File: config.mk
export PLATFORM = sky130hd
export DESIGN_NAME = alarm_state_controller_core
export DESIGN_NICKNAME = d
export VERILOG_FILES = /design/src/rtl/asc_pkg.sv /design/src/rtl/asc_eval.sv /design/src/rtl/alarm_state_controller_core.sv
export SDC_FILE = /design/constraint.sdc
export NUM_CORES = 1
export LEC_CHECK = 0
export BUFFER_PORTS_ARGS = -buffer_cell sky130_fd_sc_hd__buf_4
export CAP_MARGIN = 20
export CORE_MARGIN = 2
export CORE_UTILIZATION = 40
export CTS_CLUSTER_SIZE = 10
export DETAILED_ROUTE_END_ITERATION = 6
export PLACE_DENSITY = 0.7
export SYNTH_ARGS = -nofsm -noshare
export SYNTH_HDL_FRONTEND = slang
export SYNTH_SLANG_ARGS = --single-unit
export TNS_END_PERCENT = 50
File: constraint.sdc
create_clock -name i_clk -period 6.5 [get_ports i_clk]
set_clock_uncertainty 0.15 [all_clocks]
set_input_delay 1.3 -clock i_clk [delete_from_list [all_inputs] [get_ports i_clk]]
set_output_delay 1.3 -clock i_clk [all_outputs]
set_load 0.01 [all_outputs]
File: src/rtl/asc_pkg.sv
package asc_pkg;

    // Input function codes
    localparam logic [3:0] FUNC_SMOKE     = 4'd0;
    localparam logic [3:0] FUNC_CO        = 4'd1;
    localparam logic [3:0] FUNC_BATTERY   = 4'd2;
    localparam logic [3:0] FUNC_MUTE      = 4'd3;
    localparam logic [3:0] FUNC_TEST      = 4'd4;
    localparam logic [3:0] FUNC_FAULT     = 4'd5;
    localparam logic [3:0] FUNC_EOS       = 4'd6;
    localparam logic [3:0] FUNC_IC_SMOKE  = 4'd7;
    localparam logic [3:0] FUNC_IC_CO     = 4'd8;
    localparam logic [3:0] FUNC_CONTAM    = 4'd9;
    localparam logic [3:0] FUNC_SENS      = 4'd10;
    localparam logic [3:0] FUNC_SELFTEST  = 4'd11;
    localparam logic [3:0] FUNC_EVALUATE  = 4'd12;

    // Status codes
    localparam logic [1:0] ST_OK      = 2'd0;
    localparam logic [1:0] ST_REFUSED = 2'd1;
    localparam logic [1:0] ST_BUSY    = 2'd2;

    // Event codes
    localparam logic [3:0] EV_NONE       = 4'd0;
    localparam logic [3:0] EV_SMOKE      = 4'd1;
    localparam logic [3:0] EV_CO         = 4'd2;
    localparam logic [3:0] EV_BATTERY    = 4'd3;
    localparam logic [3:0] EV_FAULT      = 4'd4;
    localparam logic [3:0] EV_EOS        = 4'd5;
    localparam logic [3:0] EV_TEST_DONE  = 4'd6;
    localparam logic [3:0] EV_MUTED      = 4'd7;
    localparam logic [3:0] EV_MUTE_ENDED = 4'd8;
    localparam logic [3:0] EV_IC_SMOKE   = 4'd9;
    localparam logic [3:0] EV_IC_CO      = 4'd10;
    localparam logic [3:0] EV_ALL_CLEAR  = 4'd11;

    // Expressed state codes
    localparam logic [3:0] EXPR_NORMAL   = 4'd0;
    localparam logic [3:0] EXPR_SMOKE    = 4'd1;
    localparam logic [3:0] EXPR_CO       = 4'd2;
    localparam logic [3:0] EXPR_BATTERY  = 4'd3;
    localparam logic [3:0] EXPR_TESTING  = 4'd4;
    localparam logic [3:0] EXPR_FAULT    = 4'd5;
    localparam logic [3:0] EXPR_EOS      = 4'd6;
    localparam logic [3:0] EXPR_IC_SMOKE = 4'd7;
    localparam logic [3:0] EXPR_IC_CO    = 4'd8;

    // Alarm levels
    localparam logic [1:0] LVL_NORMAL   = 2'd0;
    localparam logic [1:0] LVL_WARNING  = 2'd1;
    localparam logic [1:0] LVL_CRITICAL = 2'd2;

    localparam logic [1:0] SENS_STANDARD = 2'd1;
    localparam logic [31:0] PRIO_RESET   = 32'h3645_8271;

    // Register addresses
    localparam logic [2:0] ADDR_PRIORITY = 3'd0;

    typedef struct packed {
        logic [1:0] smoke;
        logic [1:0] co;
        logic [1:0] battery;
        logic [1:0] ic_smoke;
        logic [1:0] ic_co;
        logic       mute;
        logic       testing;
        logic       fault;
        logic       eos;
        logic [1:0] contam;
        logic [1:0] sens;
        logic [3:0] expressed;
    } t_state;

    typedef struct packed {
        logic [1:0] status;
        logic [3:0] first_event;
        logic [1:0] event_level;
        logic [3:0] second_event;
        logic       self_test_started;
    } t_result;

    localparam t_state STATE_RESET = '{
        smoke: LVL_NORMAL, co: LVL_NORMAL, battery: LVL_NORMAL,
        ic_smoke: LVL_NORMAL, ic_co: LVL_NORMAL,
        mute: 1'b0, testing: 1'b0, fault: 1'b0, eos: 1'b0,
        contam: 2'd0, sens: SENS_STANDARD, expressed: EXPR_NORMAL
    };

endpackage

File: src/rtl/asc_eval.sv
module asc_eval #(
    parameter int PRIORITY_SLOTS = 8
) (
    input  asc_pkg::t_state  i_state,
    input  logic [31:0]      i_priority,
    input  logic [3:0]       i_func,
    input  logic [1:0]       i_value,
    output asc_pkg::t_state  o_state,
    output asc_pkg::t_result o_result
);
    import asc_pkg::*;

    logic       any_critical;
    logic [1:0] alarm_cur;
    logic [3:0] alarm_event;
    logic [3:0] pick;
    logic [3:0] slot_code;

    // Source of a code is active
    function automatic logic source_active(input t_state s, input logic [3:0] code);
        logic act;
        act = 1'b0;
        case (code)
            EXPR_SMOKE:    act = (s.smoke != LVL_NORMAL);
            EXPR_CO:       act = (s.co != LVL_NORMAL);
            EXPR_BATTERY:  act = (s.battery != LVL_NORMAL);
            EXPR_TESTING:  act = s.testing;
            EXPR_FAULT:    act = s.fault;
            EXPR_EOS:      act = s.eos;
            EXPR_IC_SMOKE: act = (s.ic_smoke != LVL_NORMAL);
            EXPR_IC_CO:    act = (s.ic_co != LVL_NORMAL);
            default:       act = 1'b0;
        endcase
        return act;
    endfunction

    assign any_critical = (i_state.smoke == LVL_CRITICAL) || (i_state.co == LVL_CRITICAL) ||
                          (i_state.battery == LVL_CRITICAL) ||
                          (i_state.ic_smoke == LVL_CRITICAL) ||
                          (i_state.ic_co == LVL_CRITICAL);

    // Scan priority slots; lowest slot wins
    always_comb begin
        pick      = EXPR_NORMAL;
        slot_code = 4'd0;
        for (int i = PRIORITY_SLOTS - 1; i >= 0; i--) begin
            slot_code = i_priority[4*i +: 4];
            if (source_active(i_state, slot_code)) begin
                pick = slot_code;
            end
        end
    end

    // Select the alarm level addressed by the function
    always_comb begin
        alarm_cur   = i_state.smoke;
        alarm_event = EV_SMOKE;
        case (i_func)
            FUNC_CO: begin
                alarm_cur   = i_state.co;
                alarm_event = EV_CO;
            end
            FUNC_BATTERY: begin
                alarm_cur   = i_state.battery;
                alarm_event = EV_BATTERY;
            end
            FUNC_IC_SMOKE: begin
                alarm_cur   = i_state.ic_smoke;
                alarm_event = EV_IC_SMOKE;
            end
            FUNC_IC_CO: begin
                alarm_cur   = i_state.ic_co;
                alarm_event = EV_IC_CO;
            end
            default: begin
                alarm_cur   = i_state.smoke;
                alarm_event = EV_SMOKE;
            end
        endcase
    end

    // Apply one item to the state
    always_comb begin
        o_state  = i_state;
        o_result = '{status: ST_OK, first_event: EV_NONE, event_level: 2'd0,
                     second_event: EV_NONE, self_test_started: 1'b0};
        unique case (i_func) inside
            FUNC_SMOKE, FUNC_CO, FUNC_BATTERY, FUNC_IC_SMOKE, FUNC_IC_CO: begin
                if (i_value > LVL_CRITICAL) begin
                    o_result.status = ST_REFUSED;
                end else if (alarm_cur != i_value) begin
                    case (i_func)
                        FUNC_CO:       o_state.co       = i_value;
                        FUNC_BATTERY:  o_state.battery  = i_value;
                        FUNC_IC_SMOKE: o_state.ic_smoke = i_value;
                        FUNC_IC_CO:    o_state.ic_co    = i_value;
                        default:       o_state.smoke    = i_value;
                    endcase
                    if (i_value != LVL_NORMAL) begin
                        o_result.first_event = alarm_event;
                        o_result.event_level = i_value;
                    end
                    if (i_value == LVL_CRITICAL && i_state.mute) begin
                        o_state.mute          = 1'b0;
                        o_result.second_event = EV_MUTE_ENDED;
                    end
                end
            end
            FUNC_MUTE: begin
                if (i_value[1]) begin
                    o_result.status = ST_REFUSED;
                end else if (i_state.mute != i_value[0]) begin
                    if (i_value[0] && any_critical) begin
                        o_result.status = ST_REFUSED;
                    end else begin
                        o_state.mute         = i_value[0];
                        o_result.first_event = i_value[0] ? EV_MUTED : EV_MUTE_ENDED;
                    end
                end
            end
            FUNC_TEST: begin
                if (i_value[1]) begin
                    o_result.status = ST_REFUSED;
                end else if (i_state.testing != i_value[0]) begin
                    o_state.testing = i_value[0];
                    if (!i_value[0]) o_result.first_event = EV_TEST_DONE;
                end
            end
            FUNC_FAULT: begin
                if (i_value[1]) begin
                    o_result.status = ST_REFUSED;
                end else if (i_state.fault != i_value[0]) begin
                    o_state.fault = i_value[0];
                    if (i_value[0]) o_result.first_event = EV_FAULT;
                end
            end
            FUNC_EOS: begin
                if (i_value[1]) begin
                    o_result.status = ST_REFUSED;
                end else if (i_state.eos != i_value[0]) begin
                    o_state.eos = i_value[0];
                    if (i_value[0]) o_result.first_event = EV_EOS;
                end
            end
            FUNC_CONTAM: begin
                o_state.contam = i_value;
            end
            FUNC_SENS: begin
                if (i_value == 2'd3) begin
                    o_result.status = ST_REFUSED;
                end else begin
                    o_state.sens = i_value;
                end
            end
            FUNC_SELFTEST: begin
                case (i_state.expressed) inside
                    EXPR_SMOKE, EXPR_CO, EXPR_TESTING, EXPR_IC_SMOKE, EXPR_IC_CO: begin
                        o_result.status = ST_BUSY;
                    end
                    default: begin
                        o_state.testing            = 1'b1;
                        o_state.expressed          = EXPR_TESTING;
                        o_result.self_test_started = 1'b1;
                    end
                endcase
            end
            FUNC_EVALUATE: begin
                if (pick != i_state.expressed) begin
                    o_state.expressed = pick;
                    if (pick == EXPR_NORMAL) o_result.first_event = EV_ALL_CLEAR;
                end
            end
            default: begin
                o_result.status = ST_REFUSED;
            end
        endcase
    end

endmodule

File: src/rtl/alarm_state_controller_core.sv
// Alarm state controller core.
// An item accepted into the input register is applied to the state and its result is registered.
// Throughput: one item per cycle while the output is not stalled; the input and result registers
// form one stage around the state update, and the source state carries straight from item to item.
// Reset (synchronous, active low) clears all sources, sets sensitivity to standard and
// loads the priority register with 0x36458271.
module alarm_state_controller_core #(
    parameter int PRIORITY_SLOTS = 8
) (
    input  logic        i_clk,
    input  logic        i_rst_n,
    // Input channel
    input  logic        i_in_valid,
    output logic        o_in_stall,
    input  logic [3:0]  i_func,
    input  logic [1:0]  i_value,
    // Output channel
    output logic        o_out_valid,
    input  logic        i_out_stall,
    output logic [1:0]  o_status,
    output logic [3:0]  o_first_event,
    output logic [1:0]  o_event_level,
    output logic [3:0]  o_second_event,
    output logic        o_self_test_started,
    output logic [3:0]  o_expressed_now,
    output logic        o_muted_now,
    // Configuration port
    input  logic        psel,
    input  logic        penable,
    input  logic        pwrite,
    input  logic [2:0]  paddr,
    input  logic [31:0] pwdata,
    output logic [31:0] prdata,
    output logic        pready
);
    import asc_pkg::*;

    logic        r_in_valid;
    logic [3:0]  r_func;
    logic [1:0]  r_value;
    logic        r_out_valid;
    t_result     r_result;
    t_state      r_state;
    logic [31:0] r_priority;

    t_state      n_state;
    t_result     n_result;
    logic        out_free;
    logic        proc;

    asc_eval #(
        .PRIORITY_SLOTS(PRIORITY_SLOTS)
    ) u_eval (
        .i_state   (r_state),
        .i_priority(r_priority),
        .i_func    (r_func),
        .i_value   (r_value),
        .o_state   (n_state),
        .o_result  (n_result)
    );

    // Handshake: the result register frees when empty or being taken
    assign out_free   = !r_out_valid || !i_out_stall;
    assign proc       = r_in_valid && out_free;
    assign o_in_stall = r_in_valid && !out_free;

    // Input register
    always_ff @(posedge i_clk) begin
        if (!i_rst_n) begin
            r_in_valid <= 1'b0;
        end else if (!o_in_stall) begin
            r_in_valid <= i_in_valid;
        end
        if (i_in_valid && !o_in_stall) begin
            r_func  <= i_func;
            r_value <= i_value;
        end
    end

    // Advance state and capture the result
    always_ff @(posedge i_clk) begin
        if (!i_rst_n) begin
            r_out_valid <= 1'b0;
            r_state     <= STATE_RESET;
        end else if (proc) begin
            r_out_valid <= 1'b1;
            r_state     <= n_state;
        end else if (!i_out_stall) begin
            r_out_valid <= 1'b0;
        end
        if (proc) begin
            r_result <= n_result;
        end
    end

    // Priority register write
    always_ff @(posedge i_clk) begin
        if (!i_rst_n) begin
            r_priority <= PRIO_RESET;
        end else if (psel && penable && pwrite && pready && paddr == ADDR_PRIORITY) begin
            r_priority <= pwdata;
        end
    end

    assign pready = 1'b1;
    assign prdata = (paddr == ADDR_PRIORITY) ? r_priority : 32'd0;

    // Drive result ports
    assign o_out_valid         = r_out_valid;
    assign o_status            = r_result.status;
    assign o_first_event       = r_result.first_event;
    assign o_event_level       = r_result.event_level;
    assign o_second_event      = r_result.second_event;
    assign o_self_test_started = r_result.self_test_started;
    assign o_expressed_now     = r_state.expressed;
    assign o_muted_now         = r_state.mute;

endmodule

# ---- Word level (Yosys, flattened, before mapping)
# Index checks and enable logic that the tools add are counted.
dict set report word_totals {
  word_cells 241
  input_bits 48
  latchBits 0
  ram_bits 0
  register_bits 71
  out_inout_bits 53
  mem_bits_ro 0
  memories 0
}
dict set report classes {
  div_mod_pow 0
  mux 63
  eq_ne 105
  n_reduce_logical 46
  bitwise 6
  order_cmp 1
  n_addsub 0
  mul 0
  shift 0
}
# cell count
set ops {}
lappend ops {{$eq 4x3->1 const B} 38}
lappend ops {{$eq 4x2->1 const B} 19}
lappend ops {{$mux 4} 19}
lappend ops {{$pmux 1 s8} 8}
lappend ops {{$eq 4x4->1 const B} 14}
lappend ops {{$eq 4x1->1 const B} 10}
lappend ops {{$mux 32} 1}
lappend ops {{$reduce_and 5->1} 6}
lappend ops {{$pmux 4 s6} 1}
lappend ops {{$mux 10} 2}
lappend ops {{$mux 3} 6}
lappend ops {{$reduce_bool 2->1} 9}
lappend ops {{$mux 1} 17}
lappend ops {{$ne 2x2->1 const B} 8}
lappend ops {{$pmux 4 s4} 1}
lappend ops {{$eq 2x2->1 const B} 7}
lappend ops {{$pmux 2 s6} 1}
lappend ops {{$reduce_and 4->1} 3}
lappend ops {{$reduce_or 5->1} 2}
lappend ops {{$logic_and 1x1->1} 8}
lappend ops {{$logic_not 4->1} 2}
lappend ops {{$pmux 2 s4} 1}
lappend ops {{$pmux 4 s2} 1}
lappend ops {{$reduce_and 8->1} 1}
lappend ops {{16 further kinds} 36}

# ---- Longest topological paths before layout
# Gate-level depths: netlist (run 1).
dict set report logic_depth {
  word_depth 14
  mapped_depth 11
  depth_no_buf 10
}

# ---- Hierarchy
# Synthesis (run 1) repeated with hierarchy kept, for this count alone.
dict set report hier_totals {
  cells_unflattened 640
  hier_area_um2 5112.4
}
# module cells_each area_each_um2 n_inst seq_area_each_um2
set by_module_without_submodules {}
lappend by_module_without_submodules {alarm_state_controller_core 307 2995.4 1 1691.6}
lappend by_module_without_submodules {asc_eval 333 2117.0 1 0.0}

# ---- Worst setup path after synthesis (run 1)
# OpenSTA, ideal clock, no wires.
dict set report synth_path {
  kind {input-to-output}
  from {input paddr[1]}
  to {output prdata[10]}
  path_stages 3
  arrival_ns 2.112
  setup_slack_ns 2.938
  cell_sequence {nor3_1 > clkbuf_1 > and2_1}
}
dict set report synth_between {
  elab_chain_cells 2
}
# element line
set synth_rtl {}
lappend synth_rtl {{start: declaration} alarm_state_controller_core.sv:31} ;# input logic [2:0] paddr,
lappend synth_rtl {{$logic_not 3->1} alarm_state_controller_core.sv:106} ;# assign prdata = (paddr == ADDR_PRIORITY) ? r_priority : 32'd0;
lappend synth_rtl {{$mux 32} alarm_state_controller_core.sv:106}
lappend synth_rtl {{end: declaration} alarm_state_controller_core.sv:33} ;# output logic [31:0] prdata,
# Every way passes these cells.

==> metrics list, run 1 <==
* Arrival time at the worst endpoint: 3.71 ns
- Final Instance Count excl. Fillers: 838
- Horizontal die dimension: 113 um
* Syn Inst Count: 622
- Port Buffers: 96
- Headroom to the max-slew limit came out at 0.543.
* Fraction of the yosys area taken by sequential cells: 0.318
* Synthesized area: 0.00479 mm^2
- After clock tree synthesis, the clock-pin slew on the worst setup and hold paths is 0.06 ns.
- In this run, synthesis inferred 16 flip-flops with an integrated enable.
- Setup repair after global routing left no endpoint under its margin.
* Effective utilization at floorplan: 0.414
- Latest clock arrival within the worst-skew pair: 0.34 ns
- Global-route usage over all layers: 0.224
- 101 I/O pins were placed.
- For this design the ratio of total power to cell area is 181 mW/mm^2.
* Antenna diode instance count: 0
- Derived from the worst setup path, the maximum achievable clock frequency is 263 MHz.
- Class of the tightest hold or removal check: flop to flop
- In the synthesized netlist the dominant register cell turns out to be sky130_fd_sc_hd__dfxtp_1.
- Average wire length per cell after detail routing: 17.1 um
- The first global-routing pass estimated 23300 um of wire.
* Setup tns final: 0 ns
* CTS sink count: 68
* Maximum count of clock buffers along a single path: 2
* Required time reported for the critical path endpoint: 6.41 ns
- In this run, synthesis produced a sequential element count of 68.
* Startpoint of the most critical setup path: r_state[15]$_SDFFE_PN0P_
- The floorplan step defined a die boundary enclosing 0.0129 mm^2.
- The setup path with the least slack is of type flop to flop.
- Of the total power, combinational logic draws 0.100.
- Number of rows in the core area: 39
- Maximum fanout count along the critical path: 8
* Total leakage power: 0.00233 uW
* Share of total power consumed by net switching: 0.245
* Clock power frac: 0.467
- Before antenna repair, the detailed router went through 5 iterations.
* Total DRC errors in the routed layout: 0
- Entering global routing, the biggest net connects 42 pins.
- CP startpoint kind: flop
- In this run the register-to-register setup slack is 2.70 ns.
- In this run the remaining antenna-violating nets after routing total 0.
- The routed layout has 4956 vias.
* TritonCTS clock tree: yes
* Switching power: 258 uW
- VDD sags by at most 0.000102 V.
- From synthesis to final layout, the design area changed by 21.9%.
- At the end of routability-driven placement, the weighted congestion stood at 0.883.
- Of the total power, registers draw 0.433.
- The number of slew-limit violations in the final report was 0.
* Setup Buffers After CTS: 0
* Crit share post-route: 0.585
- Hold violation total from the final report: 0
- Core region area: 0.0116 mm^2
- Share of final-layout standard cells stronger than drive strength 1: 0.191
* Number of antenna violations at the first check in global routing: 0
* Overall overflow remaining after global route: 0
- Using the TritonRoute via totals, the vias-per-cell ratio works out to 5.91.
* Status: finished, final reports clean
* Die boundary height: 113 um
- Mapped Avg Cell Area: 7.70 um^2
- Internal power comes to 796 uW.
- For the pin with the worst max-slew slack, the measured transition is 0.675 ns.
- Hold repair after CTS inserted 0 buffers.
* Number of buffers created by CTS: 9
- CTS resizes: 0
* Final number of setup-violating endpoints: 0
* CTS H-tree depth: 3
- The tree is rooted in a sky130_fd_sc_hd__clkbuf_16.
* Startpoint of the most critical hold path: r_in_valid$_SDFFE_PN0N_
* Final critical path time including I/O delays and setup: 3.80 ns
- Routed Wire Length: 14300 um
- Count of cell types in the netlist: 79
- The worst register-to-register path begins at r_state[15]$_SDFFE_PN0P_.
- Counting flops with an async set or reset pin after synthesis yields a share of 0.
- The Yosys step of the flow raised 0 warnings.
- The first routing iteration left 298 violations.
- After legalization and detailed placement, the total HPWL measured 10400 um.
- For this run, the post-layout net count is 742.
- Via count of the first global-routing pass: 4784
* Critical Path End Type: flop
- The number of placed instances, taps included, is 821.
- Max cap viols: 0
[power groups by stage]
stage               clock [uW]  sequential, uW  combinational, uW
finish                     493             456                106
global route               525             458                116
CTS                        499             456                105
detailed placement           0             465                104
global placement             0             465                103
floorplan                    0             457               65.0
[cell type report]
cell class	count	area, um^2
clock buffers	12	279
inverters	33	124
repair buffers	99	751
well taps	143	179
flip-flops and latches	68	1520
fillers	1122	5730
clock inverters	4	30.0
multi-input cells	479	2950
[synthesized netlist by cell type (4+ instances only)]
cell                        instances  area, um^2
sky130_fd_sc_hd__a31oi_1            7        43.8
sky130_fd_sc_hd__o211ai_1          19         143
sky130_fd_sc_hd__and2_1            38         238
sky130_fd_sc_hd__nor2b_1            8        50.1
sky130_fd_sc_hd__clkbuf_1          32         120
sky130_fd_sc_hd__and4_1             6        52.6
sky130_fd_sc_hd__nand4_1            6        37.5
sky130_fd_sc_hd__nand3_1           16        80.1
sky130_fd_sc_hd__or2_1              4        25.0
sky130_fd_sc_hd__nor2_1            73         274
sky130_fd_sc_hd__a221oi_1           4        35.0
sky130_fd_sc_hd__and3_1             8        50.1
sky130_fd_sc_hd__nor3_1            17        85.1
sky130_fd_sc_hd__a211oi_1           9        67.6
sky130_fd_sc_hd__nand2_1           76         285
sky130_fd_sc_hd__buf_4              8        60.1
sky130_fd_sc_hd__ha_1               4        50.1
sky130_fd_sc_hd__nand3b_1           4        30.0
sky130_fd_sc_hd__o31ai_1            5        37.5
sky130_fd_sc_hd__nand2b_1           8        50.1
sky130_fd_sc_hd__edfxtp_1          16         480
sky130_fd_sc_hd__o21ai_0           13        65.1
sky130_fd_sc_hd__mux2i_1           18         180
sky130_fd_sc_hd__a21oi_1           39         195
sky130_fd_sc_hd__or4_1              5        37.5
sky130_fd_sc_hd__o2111ai_1          5        43.8
sky130_fd_sc_hd__a211o_1            7        61.3
sky130_fd_sc_hd__inv_1             30         113
sky130_fd_sc_hd__dfxtp_1           52        1040
[per-layer routing]
| metal | global-route usage | wire length, um |
|---|---|---|
| met1 | 0.295 | 6240 |
| met4 | 0.119 | 419 |
| met3 | 0.0340 | 938 |
| met5 | 0 | 0 |
| met2 | 0.357 | 6690 |
[through the flow]
stage | worst slack (ns) | utilization | hold WS [ns] | total power [uW] | area (um^2)
floorplan | 2.94 | - | 0.301 | 522 | 4790
detailed placement | 2.79 | 0.476 | 0.339 | 569 | 5510
global placement | 2.84 | 0.476 | 0.317 | 568 | 5510
global route | 2.46 | 0.504 | 0.395 | 1100 | 5830
finish | 2.70 | 0.504 | 0.344 | 1050 | 5830
CTS | 2.75 | 0.503 | 0.353 | 1060 | 5820
[logic make-up after synthesis]
group | synth area share
AND/OR/NAND/NOR | 0.295
flip-flops | 0.318
AO/OA/AOI/OAI | 0.253
buffers and inverters | 0.0687
multiplexers | 0.0478
XOR/XNOR | 0.00549
adder cells (fa/ha/maj) | 0.0105
other | 0.00157
[worst paths after layout]
check	endpoint	cells after the start
setup / recovery	o_first_event[1]$_DFFE_PP_	10
hold / removal	o_out_valid$_SDFFE_PN0P_	2
setup reg to reg	o_first_event[1]$_DFFE_PP_	10
hold reg to reg	o_out_valid$_SDFFE_PN0P_	2
[worst max-delay path, stage by stage, from the launching register on]
cell	delay, ns
sky130_fd_sc_hd__dfxtp_1	0.36
sky130_fd_sc_hd__nor2_1	0.56
sky130_fd_sc_hd__a2111oi_0	0.25
sky130_fd_sc_hd__a211o_1	0.33
sky130_fd_sc_hd__a2111o_1	0.43
sky130_fd_sc_hd__o2111a_1	0.17
sky130_fd_sc_hd__a2111oi_2	0.27
sky130_fd_sc_hd__nand4_1	0.17
sky130_fd_sc_hd__a211o_1	0.37
sky130_fd_sc_hd__o211ai_1	0.30
sky130_fd_sc_hd__o311ai_1	0.15
[registers in the layout, indices dropped and copies added, names as in the netlist]
signal,cells
r_in_valid,1
r_value,2
o_self_test_started,1
o_status,2
o_muted_now,1
o_event_level,2
o_expressed_now,4
r_func,4
o_out_valid,1
o_second_event,1
r_priority,32
o_first_event,4
r_state,13
[cells in the final DEF, fill, tap and decap left out, types with 4 or more instances in the layout]
cell,count
sky130_fd_sc_hd__and4_1,6
sky130_fd_sc_hd__nand2b_1,8
sky130_fd_sc_hd__nand2_1,76
sky130_fd_sc_hd__o31ai_1,5
sky130_fd_sc_hd__dfxtp_1,52
sky130_fd_sc_hd__inv_1,30
sky130_fd_sc_hd__clkbuf_16,11
sky130_fd_sc_hd__nand3_1,16
sky130_fd_sc_hd__buf_4,98
sky130_fd_sc_hd__a211oi_1,9
sky130_fd_sc_hd__o21ai_0,13
sky130_fd_sc_hd__nand4_1,6
sky130_fd_sc_hd__edfxtp_1,16
sky130_fd_sc_hd__nor3_1,16
sky130_fd_sc_hd__conb_1,4
sky130_fd_sc_hd__a211o_1,7
sky130_fd_sc_hd__and2_1,38
sky130_fd_sc_hd__or4_1,5
sky130_fd_sc_hd__and3_1,8
sky130_fd_sc_hd__mux2i_1,18
sky130_fd_sc_hd__a21oi_1,39
sky130_fd_sc_hd__ha_1,4
sky130_fd_sc_hd__nand3b_1,4
sky130_fd_sc_hd__or2_1,4
sky130_fd_sc_hd__nor2b_1,8
sky130_fd_sc_hd__nor2_1,73
sky130_fd_sc_hd__a31oi_1,7
sky130_fd_sc_hd__o2111ai_1,5
sky130_fd_sc_hd__a221oi_1,4
sky130_fd_sc_hd__o211ai_1,19
Power figures use the tool's default switching activity.
==> inputs of run 2 (changes only) <==
- PLACE_DENSITY: 0.7 -> 0.72
- clock period: 6.5 -> 3.2 ns (I/O delays scaled with it)
==> metrics list, run 2 (synthesis gave the netlist of run 1 again) <==
- Status: finished with violations (was finished, final reports clean).
- Violations in the final reports: setup timing
- The most common library cell in the layout ignoring fill and taps is sky130_fd_sc_hd__buf_4 (unchanged).
- Crit path kind: flop to flop (unchanged)
* Unrepaired setup endpoints after global routing: true (was false)
- Commonest non-fill, non-tap cells in the layout: sky130_fd_sc_hd__buf_4 (201), sky130_fd_sc_hd__nand2_1 (76), sky130_fd_sc_hd__nor2_1 (70) (was sky130_fd_sc_hd__buf_4 (98), sky130_fd_sc_hd__nand2_1 (76), sky130_fd_sc_hd__nor2_1 (73)).
- The required time at the worst-slack endpoint was 3.29 ns (was 6.41 ns).
- The dominant delay contributor by cell family on the critical path was compound AO/OA/AOI/OAI gates (unchanged).
- Via count of the first global-routing pass: 5066 (was 4784)
- Biggest registers after layout: r_priority: 32 flops, r_state: 13 flops (unchanged)
- Overall overflow remaining after global route: 0 (unchanged)
- Number of buffers created by CTS: 9 (unchanged)
* Worst hold path depth: 1 (was 2)
- Max transition margin: 0.520 (was 0.543)
- Global-route usage over all layers: 0.247 (was 0.224)
- The deepest level of the CTS H-tree came to 3 (unchanged).
- The top-level port count was 101 (unchanged).
- The synthesis-to-finish area growth was 41.1% (was 21.9%).
* Worst path cell trace: or2_4 -> and4_1 -> a211o_1 -> a2111o_1 -> buf_4 -> buf_4 -> buf_4 -> or4_1 -> nand4_1 -> a211o_1 -> buf_4 -> a211oi_1 -> a2111oi_2 (was nor2_1 -> a2111oi_0 -> a211o_1 -> a2111o_1 -> o2111a_1 -> a2111oi_2 -> nand4_1 -> a211o_1 -> o211ai_1 -> o311ai_1)
- Max cap viols: 0 (unchanged)
- The share of layout cells above drive strength 1 was 0.331 (was 0.191).
- The endpoint of the worst-slack reg-to-reg timing path is o_expressed_now[1]$_SDFFE_PN0P_ (was o_first_event[1]$_DFFE_PP_).
- Average wire length per cell after detail routing: 17.4 um (was 17.1 um)
- R2r worst-path depth: 13 (was 10)
* Max-slew violation total from the final report: 0 (unchanged)
- Clock root buffer master: sky130_fd_sc_hd__clkbuf_16 (unchanged)
- Class of the tightest hold or removal check: primary input to flop (was flop to flop)
* TritonCTS clock tree: yes (unchanged)
- Number of antenna violations at the first check in global routing: 0 (unchanged)
- The cell row count was 39 (unchanged).
- Via count: 5424 (was 4956)
- CP dominant cell by count: sky130_fd_sc_hd__buf_4 (was sky130_fd_sc_hd__a211o_1)
- The clock latency reported for the late side of the worst-skew pair is 0.34 ns (about the same).
- GPL Wtd Cong: 1.01 (was 0.883)
- The post-route fraction of the period consumed by the critical path is 1.04 (was 0.585).
* Reg2reg start: r_state[16]$_SDFFE_PN0P_ (was r_state[15]$_SDFFE_PN0P_)
- Final number of setup-violating endpoints: 7 (was 0)
* Longest individual stage delay on the worst path: 0.46 ns (was 0.56 ns)
- The power consumption came to 2310 uW (was 1050 uW).
* Worst vdd ir: 0.000200 V (was 0.000102 V)
- Hold_ws: 0.328 ns (was 0.344 ns)
- Startpoint of the most critical setup path: r_state[16]$_SDFFE_PN0P_ (was r_state[15]$_SDFFE_PN0P_)
- Setup tns final: -0.724 ns (was 0 ns)
* Total die area: 0.0129 mm^2 (unchanged)
* Die boundary height: 113 um (unchanged)
* CTS sink count: 68 (unchanged)
- Antenna diode instance count: 0 (unchanged)
- Maximum count of clock buffers along a single path: 2 (unchanged)
- The cell leakage power is 0.00289 uW (was 0.00233 uW).
- Critical Path End Type: flop (unchanged)
* Instance area after placement: 0.00620 mm^2 (was 0.00551 mm^2)
- Final ANT Viol Nets: 0 (unchanged)
- The final setup slack of the worst path was -0.140 ns (was 2.70 ns).
- The minimum clock period came to 3.34 ns (was 3.80 ns).
- Routed Wire Length: 16400 um (was 14300 um)
- The effective utilization at floorplan was 0.414 (unchanged).
- The number of flip-flops in the largest register was 32 (unchanged).
- The startpoint class of the critical path is a flop (unchanged).
- Detailed placer's ending HPWL: 12000 um (was 10400 um)
- Clock slew at reported path FFs: 0.06 ns (about the same)
- First-pass detailed-route iteration total: 5 (unchanged)
- Reg2Reg Setup Slack: -0.14 ns (was 2.70 ns)
* Worst setup endpoint: o_expressed_now[1]$_SDFFE_PN0P_ (was o_first_event[1]$_DFFE_PP_)
* Wire length of the first global-routing pass: 25600 um (was 23300 um)
* Core region area: 0.0116 mm^2 (unchanged)
* Maximum number of pins on one net before global-route repair: 42 (unchanged)
- Slowest library cell on the worst path: sky130_fd_sc_hd__or4_1 (was sky130_fd_sc_hd__nor2_1)
- Arrival time at the worst endpoint: 3.43 ns (was 3.71 ns)
* Largest Register: r_priority (unchanged)
* Horizontal die dimension: 113 um (unchanged)
- The number of buffers and inverters on the critical path came to 4 (was 0).
- The via density per instance is 5.77 (was 5.91).
* Maximum achievable frequency: 299 MHz (was 263 MHz)
- The core occupancy in the finished layout came to 0.584 (was 0.504).
* Hold violation total from the final report: 0 (unchanged)
- The startpoint of the most critical hold path is i_func[3] (was r_in_valid$_SDFFE_PN0N_).
- Power per standard cell area: 342 mW/mm^2 (was 181 mW/mm^2)
- Total DRC errors in the routed layout: 0 (unchanged)
- Area of all placed cells without fillers: 0.00676 mm^2 (was 0.00583 mm^2)
- The top fanout value on the critical path is 5 (was 8).
* Logic depth of the worst path, buffers included: 13 (was 10)
* Worst slew pin tran: 0.719 ns (was 0.675 ns)
- Port Buffers: 96 (unchanged)
- Final net count: 844 (was 742)
* Iter 0 DRT Violations: 353 (was 298)
[run 2: cell count changes in the layout (fill, tap and decap cells not counted), sizes merged]
cell    delta
clkinv     -3
clkbuf     -1
bufinv     +1
inv        +3
buf      +102
[run 2: power by group]
group | leakage (uW) | internal (uW) | switching [uW]
combinational | 0.00215 | 133 | 140
sequential | 0.000576 | 897 | 17.9
clock | 0.000163 | 703 | 418
[run 2: per-stage QoR]
step           setup slack, ns  cells
2_1_floorplan         0.000237    624
3_3_place_gp            -0.210    912
3_5_place_dp            -0.255    912
4_1_cts                 -0.137    935
5_1_grt                 -0.323    940
6_report                -0.140    940
[run 2: repair_timing]
action / in CTS / in global routing
endpoints found under the hold margin: 0 / 0
hold buffers: 0 / 0
pin swaps: 9 / 14
setup endpoints to repair: 7 / 8
buffers inserted: 7 / 5
resized for setup: 11 / 22
[run 2: worst min path at each step]
stage                               end  slack [ns]
2_1_floorplan  o_out_valid$_SDFFE_PN0P_        0.30
3_3_place_gp   o_out_valid$_SDFFE_PN0P_        0.32
3_5_place_dp   o_out_valid$_SDFFE_PN0P_        0.33
4_1_cts             r_func[3]$_DFFE_PP_        0.32
5_1_grt             r_func[0]$_DFFE_PP_        0.32
6_report            r_func[3]$_DFFE_PP_        0.33
[run 2: layout make-up]
class / count / area (um^2)
sequential: 68 / 1530
multi-input combinational: 479 / 3080
timing repair buffer: 201 / 1510
clock inverter: 5 / 61.3
inverter: 33 / 124
clock buffer: 11 / 275
fill: 1042 / 4810
tap: 143 / 179
[run 2: per-layer routing]
metal  share of wire  track usage
met5               0            0
met4           0.024       0.0837
met3           0.064       0.0356
met2            0.47        0.402
met1            0.44        0.338
